===== config.mk =====
export PLATFORM = sky130hd
export DESIGN_NAME = wide_substring_search
export DESIGN_NICKNAME = d
export VERILOG_FILES = /design/src/sv/wss_pkg.sv /design/src/sv/wide_substring_search.sv /design/src/sv/wss_cell.sv
export SDC_FILE = /design/constraint.sdc
export NUM_CORES = 2
export LEC_CHECK = 0
export BUFFER_PORTS_ARGS = -buffer_cell sky130_fd_sc_hd__buf_2
export CAP_MARGIN = 20
export CORE_MARGIN = 3
export CORE_UTILIZATION = 40
export DETAILED_ROUTE_END_ITERATION = 6
export GPL_TIMING_DRIVEN = 0
export SLEW_MARGIN = 10
export SYNTH_ARGS = -nofsm -noshare
export SYNTH_HDL_FRONTEND = slang
export SYNTH_SLANG_ARGS = --single-unit

===== constraint.sdc =====
create_clock -name clk -period 6.7 [get_ports clk]
set_input_delay 1.005 -clock clk [delete_from_list [all_inputs] [get_ports clk]]
set_output_delay 1.005 -clock clk [all_outputs]
set_load 0.01 [all_outputs]

===== src/sv/wss_pkg.sv =====
// shared types and constants for the wide substring search block
// no dependencies; used by wss_cell, wide_substring_search and the testbench
package wss_pkg;

  // pattern capacity and text position range
  localparam int unsigned PAT_MAX = 32;
  localparam int unsigned LEN_W = $clog2(PAT_MAX + 1);
  localparam longint unsigned TEXT_MAX = 64'd65536;
  localparam longint unsigned POS_LIMIT = (TEXT_MAX < 64'd65536) ? TEXT_MAX : 64'd65536;
  localparam int unsigned TP_W = 17;
  localparam int unsigned CH_W = 32;
  localparam int unsigned POS_W = 16;

  // command codes
  typedef enum logic [1:0] {
    CMD_CLEAR  = 2'd0,
    CMD_APPEND = 2'd1,
    CMD_TEXT   = 2'd2,
    CMD_END    = 2'd3
  } cmd_t;

  // result status codes
  typedef enum logic [1:0] {
    ST_FOUND     = 2'd0,
    ST_NOT_FOUND = 2'd1,
    ST_TOO_LONG  = 2'd2,
    ST_TEXT_OVF  = 2'd3
  } status_t;

  // per-cell control from the sequencer
  typedef struct packed {
    logic clr;     // clear match flag
    logic wr;      // load pattern char
    logic shift;   // take a text char
    logic active;  // cell index is below the pattern length
    logic last;    // cell holds the final pattern char
  } cell_ctrl_t;

endpackage


===== src/sv/wide_substring_search.sv =====
// top level of the wide substring search block
// depends on wss_pkg and wss_cell
//
// Finds the first occurrence of a pattern of 32-bit characters in a streamed
// text. Command 0 clears, 1 appends a pattern char, 2 feeds a text char, 3
// ends the text (a zero text char ends it too). Each search returns one
// result item: found with its start position, not found, pattern too long or
// text position overflow; later items are ignored until the next clear. The
// block takes one item every cycle when not stalled: every text char is
// compared against all pattern chars at once in a row of PAT_MAX cells, each
// passing its match flag to its neighbor, and the hit from the cell holding
// the last pattern char is known in the same cycle. A result waits in an output
// register; input stalls only while that register is full and stalled.
module wide_substring_search (
  input  logic                      clk,
  input  logic                      rst,
  input  logic                      in_valid,
  output logic                      in_stall,
  input  logic [1:0]                cmd,
  input  logic [wss_pkg::CH_W-1:0]  ch,
  output logic                      out_valid,
  input  logic                      out_stall,
  output logic [1:0]                status,
  output logic [wss_pkg::POS_W-1:0] position
);
  import wss_pkg::*;

  logic [LEN_W-1:0] pat_len, pat_len_next;
  logic [TP_W-1:0]  tp, tp_next;
  logic             done, done_next;

  logic             acc;
  logic             do_clear, do_append, do_step;
  logic             res_valid;
  logic [1:0]       res_status;
  logic [POS_W-1:0] res_pos;

  cell_ctrl_t       ctrl [PAT_MAX];
  logic [PAT_MAX-1:0] flags, hits;
  logic             any_hit;

  assign in_stall = out_valid && out_stall;
  assign acc      = in_valid && !in_stall;
  assign any_hit  = |hits;

  // row of pattern cells
  genvar gi;
  generate
    for (gi = 0; gi < PAT_MAX; gi++) begin : g_cell
      logic prev;
      if (gi == 0) begin : g_first
        assign prev = 1'b1;
      end else begin : g_rest
        assign prev = flags[gi-1];
      end
      assign ctrl[gi] = '{
        clr:    do_clear,
        wr:     do_append && (pat_len == LEN_W'(gi)),
        shift:  do_step,
        active: LEN_W'(gi) < pat_len,
        last:   pat_len == LEN_W'(gi + 1)
      };
      wss_cell u_cell (
        .clk       (clk),
        .rst       (rst),
        .ctrl      (ctrl[gi]),
        .ch        (ch),
        .prev_flag (prev),
        .flag      (flags[gi]),
        .hit       (hits[gi])
      );
    end
  endgenerate

  // command decode and search sequencing
  always_comb begin
    do_clear     = 1'b0;
    do_append    = 1'b0;
    do_step      = 1'b0;
    res_valid    = 1'b0;
    res_status   = ST_FOUND;
    res_pos      = '0;
    pat_len_next = pat_len;
    tp_next      = tp;
    done_next    = done;
    if (acc) begin
      if (cmd == CMD_CLEAR) begin
        do_clear     = 1'b1;
        pat_len_next = '0;
        tp_next      = '0;
        done_next    = 1'b0;
      end else if (!done) begin
        case (cmd)
          CMD_APPEND: begin
            if (tp == '0 && ch != '0) begin
              if (pat_len >= LEN_W'(PAT_MAX)) begin
                res_valid  = 1'b1;
                res_status = ST_TOO_LONG;
              end else begin
                do_append    = 1'b1;
                pat_len_next = pat_len + LEN_W'(1);
              end
            end
          end
          CMD_TEXT: begin
            if (ch == '0) begin
              res_valid  = 1'b1;
              res_status = (pat_len == '0) ? ST_FOUND : ST_NOT_FOUND;
            end else if (tp >= TP_W'(POS_LIMIT)) begin
              res_valid  = 1'b1;
              res_status = ST_TEXT_OVF;
            end else if (pat_len == '0) begin
              res_valid  = 1'b1;
              res_status = ST_FOUND;
            end else begin
              do_step = 1'b1;
              if (any_hit) begin
                res_valid  = 1'b1;
                res_status = ST_FOUND;
                res_pos    = tp[POS_W-1:0] - POS_W'(pat_len) + POS_W'(1);
              end else begin
                tp_next = tp + TP_W'(1);
              end
            end
          end
          CMD_END: begin
            res_valid  = 1'b1;
            res_status = (pat_len == '0) ? ST_FOUND : ST_NOT_FOUND;
          end
          default: begin
            res_valid = 1'b0;
          end
        endcase
        if (res_valid) begin
          done_next = 1'b1;
        end
      end
    end
  end

  // search state registers
  always_ff @(posedge clk) begin
    if (rst) begin
      pat_len <= '0;
      tp      <= '0;
      done    <= 1'b0;
    end else begin
      pat_len <= pat_len_next;
      tp      <= tp_next;
      done    <= done_next;
    end
  end

  // output register
  always_ff @(posedge clk) begin
    if (rst) begin
      out_valid <= 1'b0;
    end else if (res_valid) begin
      out_valid <= 1'b1;
    end else if (!out_stall) begin
      out_valid <= 1'b0;
    end
  end

  always_ff @(posedge clk) begin
    if (res_valid) begin
      status   <= res_status;
      position <= res_pos;
    end
  end

  // only the cell holding the last pattern char can report a hit
  assert property (@(posedge clk) disable iff (rst) $onehot0(hits))
    else $error("more than one cell reports a hit");

  // the cell just past the pattern length never holds a partial match
  assert property (@(posedge clk) disable iff (rst)
    (pat_len < LEN_W'(PAT_MAX)) |-> (flags[pat_len[LEN_W-2:0]] == 1'b0))
    else $error("match flag set beyond pattern length");

  // a result always closes the search
  assert property (@(posedge clk) disable iff (rst) res_valid |=> done)
    else $error("search not marked done after a result");

  // a found position never lies past the current text position
  assert property (@(posedge clk) disable iff (rst)
    (out_valid && status == ST_FOUND) |-> ({1'b0, position} <= tp))
    else $error("found position beyond text position");

endmodule


===== src/sv/wss_cell.sv =====
// one pattern cell: a stored pattern char and its partial-match flag
// depends on wss_pkg
module wss_cell (
  input  logic                     clk,
  input  logic                     rst,
  input  wss_pkg::cell_ctrl_t      ctrl,
  input  logic [wss_pkg::CH_W-1:0] ch,
  input  logic                     prev_flag,
  output logic                     flag,
  output logic                     hit
);
  import wss_pkg::*;

  logic [CH_W-1:0] pat_ch;
  logic            flag_next;

  // flag of this cell after the current text char
  assign flag_next = prev_flag && (pat_ch == ch);
  assign hit       = ctrl.last && flag_next;

  // pattern char store, no reset needed
  always_ff @(posedge clk) begin
    if (ctrl.wr) begin
      pat_ch <= ch;
    end
  end

  // partial-match flag, handed to the next cell each text item
  always_ff @(posedge clk) begin
    if (rst || ctrl.clr || ctrl.wr) begin
      flag <= 1'b0;
    end else if (ctrl.shift && ctrl.active) begin
      flag <= flag_next;
    end
  end

endmodule


==> results list <==
- In this run the static leakage power is approximately 18 nW.
- Setup repair after global routing missed its margin: false
* Placeable core area: 126000 µm²
- In this run the worst path has a maximum fanout of 33.
* FMAX: 154 MHz
- Number of vias in the routed layout: 35.2k
* Total number of nets in the final design: 4008
- Post-synth cell types: 75
* Worst Setup EP: g_cell[6].u_cell.pat_ch[0]
* Reg2Reg Depth: 12
- The floorplan step set the die width to 362 µm.
* Dominant synthesized flop cell: edfxtp_1
* # placed instances: 5461
* Power density of the placed cells: around 260 nW/µm²
- Cell count after synthesis: 3694
- Share of synthesized cell area in full adder, half adder and majority cells: 0.0103
- The placed instances occupy a cell area of 54700 µm².
- Post-CTS timing repair inserted 0 buffers for setup.
- Area delta synth->final: 15.0%
* Class of the most critical setup path: input pin to register
- Counting the buffers created by CTS gives 116.
* Placement row count: 130
* Dpl hpwl: 128000 µm
- Fraction of synthesized area in multiplexers: 0.00187
- Global-route congestion overflow total: 0
- By area, the combinational part of the netlist is dominated by XOR/XNOR gates.
- Across the VDD grid, the largest voltage drop is approximately 0.00021 V.
* Total GRT Usage: 0.305
- Vias in the first global route: 33.0k
* Type of element capturing the critical path: register
- Prior to clock tree synthesis, the placed netlist has a worst setup slack of -0.226 ns.
- In this run the remaining antenna-violating nets after routing total 0.
- In this run the vertical extent of the chip is 362 µm.
- At the pin with the least slew margin, the transition time is about 1.3 ns.
- TritonCTS built the clock tree.
- Reg-to-reg critical path endpoint: tp[10]
- The cell area that synthesis handed to floorplanning was a little over 50000 µm².
* Slew Viols, Final: 0
- The number of nets in the synthesized netlist is around 3.8k.
- Share of synthesized flip-flops with an asynchronous set or reset: 0
- Yosys printed 0 warnings.
* Clock Path Buffers: 3
- Avg Cell Area, Syn: 13.7 µm²
* Full die area: 131000 µm²
* Critical Path Source Type: input pin
- Layout cell share with drive strength beyond 1: 0.114
- Final hold violation count: 0
- The first detailed-routing pass took 6 iterations.
- The root buffer cell chosen for the clock tree is clkbuf_16.
* Arrival time at the worst endpoint: 6.91 ns
- Status: completed
- Post-layout worst setup margin: 0.207 ns
- The clock reaches the later pin of the worst-skew pair after 0.72 ns.
* Total chip power: 15.2 mW
- The clock arrives with 0.0279 ns of skew.
- The first global-routing pass estimated 273000 µm of wire.
- Initial Util: 0.403
- Post-synthesis sequential area ratio: 0.638
- Start point of the critical path: ch[20]
- Required time worst endpoint: 7.12 ns
- Worst slack on hold paths: 0.492 ns
* Final period util: 0.969
- The worst pin sits at a relative slew slack of 0.125.
* Number of synthesized flops with an enable pin: between 1k and 1.5k
- Using the TritonRoute via totals, the vias-per-cell ratio works out to around 6.2.
- Clock period minus worst slack: 6.49 ns
- Setup violations remaining at the end of the flow were counted as 0.
- Resize count post-CTS: 0
- Complex-gate fraction of the synthesized area: 0.0231
- For this design, the sink count on the clock tree is 1098.
- Of the total synthesized cell area, the portion taken by XOR and XNOR cells is 0.174.
* Clock-pin slew of the registers on the worst-case setup and hold paths: 0.07 ns
- After detailed routing, the total wire length is 204000 µm.
- The first routing iteration left 5800 violations.
- Routability-driven placement finished with a final weighted congestion of 0.982.
- Dividing the detail-routed wire length by the instance count gives 36.0 µm.
- Hold/Removal Path Class: register to register
- Entering global routing, the biggest net connects 35 pins.
* H-tree depth: 3
- The initial antenna violation count is 17.
- Counting flops and latches in the post-synthesis netlist gives 1098.
- In this run the register-to-register setup slack is 1.39 ns.
- Post-synthesis share of cell area spent on and, or, nand and nor gates: 0.129
- Final standard cell count with taps included and fillers excluded: 5685
* CTS Hold Bufs: 0
- Across the run, the number of max-cap violations was 0.
* Port buffer count: 57
- The library cell used most frequently in the layout, excluding fill and tap cells, is edfxtp_1.
- The finished cells cover 58400 µm².
- In the routed design, unresolved DRC markers number 0.
* Commonest cells after routing, fill and taps aside: edfxtp_1 (1042), xnor2_1 (739), nand4_1 (330)
- Startpoint of the worst register-to-register path: pat_len[1]
* Count of boundary I/O pins: 58
- After filler insertion, the fill cell instance count of the layout stands at approximately 11k.
## cells by family (layout without fill, tap and decap cells)
group	after synthesis	after routing
DFF	1098	1098
AOI/OAI and AO/OA	176	176
and+or+nand+nor	1147	1147
xor gates and xnor gates	1011	1011
adders and majority gates	41	41
buffers and inverters	212	545
other	0	8
muxes	9	9
## metrics by stage
stage	setup TNS, ns	util
global route	0	0.464
floorplan	0	-
finish	0	0.464
global placement	-1911.70	0.422
CTS	0	0.464
detailed placement	-13.25	0.434
## worst max-delay path: stages
cell     delay, ns
buf_4         0.66
buf_2         0.41
buf_4         0.39
buf_4         0.39
buf_4         0.42
nor4_1        0.10
nand4_1       0.27
nor2_1        0.13
nor3_1        0.36
nand2_1       0.14
nor3_2        0.75
nand2_1       0.81
nor2_4        0.70
buf_16        0.23
## layout make-up
type,instances,area [µm²],share of cell area
diodes,8,20.0,0.000343
well taps,1650,2060,0.0353
repair buffers,117,1630,0.0278
plain buffers,149,907,0.0155
clock inverters,60,549,0.00941
clock buffers,156,3140,0.0538
multi-input cells,2384,17400,0.299
inverters,63,236,0.00405
flip-flops and latches,1098,32400,0.555
## layer usage
| metal | up-vias | global-route usage | share of wire |
|---|---|---|---|
| met1 | 17800 | 0.415 | 0.38 |
| met4 | 0 | 0.144 | 0.054 |
| met2 | 2525 | 0.469 | 0.44 |
| met5 | - | 0 | 0 |
| li1 | 14300 | - | - |
| met3 | 477 | 0.0613 | 0.12 |
## Yosys cell counts (6+ instances only)
library cell     n  area (µm²)
edfxtp_1      1042       31300
xnor2_1        739        6470
nand4_1        330        2060
xor2_1         272        2380
nor4_1         160        1000
nand2_1        130         488
nor2_1         125         469
nand3_1         91         455
nor3_1          77         385
buf_2           65         325
inv_1           63         236
buf_4           61         458
nand2b_1        59         369
dfxtp_1         56        1120
a21oi_1         50         250
ha_1            40         500
o21ai_0         36         180
or4_1           33         248
nor4b_1         20         175
and2_1          17         106
clkbuf_1        17        63.8
nand4b_1        15         131
and3_1          14        87.6
nor2b_1         14        87.6
a211oi_1        12        90.1
nor3b_1         11        82.6
or3_1           11        68.8
nor4bb_1         9        90.1
o2111ai_1        9        78.8
a21o_1           6        45.0
and4_1           6        52.6
o211ai_1         6        45.0
## flip-flops by register name, indices dropped and copies added (netlist names)
signal                cells
position                 16
out_valid                 1
status                    2
tp                       17
pat_len                   6
g_cell.u_cell.pat_ch   1024
g_cell.u_cell.flag       31
done                      1
## where the power goes
| part | total (mW) | leakage [nW] | switching (mW) | internal [mW] |
|---|---|---|---|---|
| clock network | 6.42 | 1.78 | 2.80 | 3.62 |
| registers | 7.52 | 9.83 | 0.00599 | 7.52 |
| logic | 1.25 | 6.06 | 0.925 | 0.323 |
## worst min-delay path by stage
stage	startpoint	to	slack, ns	cells after the start
after CTS	g_cell[20].u_cell.flag	g_cell[20].u_cell.flag	0.49	2
final	g_cell[20].u_cell.flag	g_cell[20].u_cell.flag	0.49	2
after floorplan	g_cell[20].u_cell.flag	g_cell[20].u_cell.flag	0.44	2
after global placement	g_cell[20].u_cell.flag	g_cell[20].u_cell.flag	0.47	2
after detailed placement	g_cell[20].u_cell.flag	g_cell[20].u_cell.flag	0.48	2
after global routing	g_cell[20].u_cell.flag	g_cell[20].u_cell.flag	0.53	2
Power figures use the tool's default switching activity.
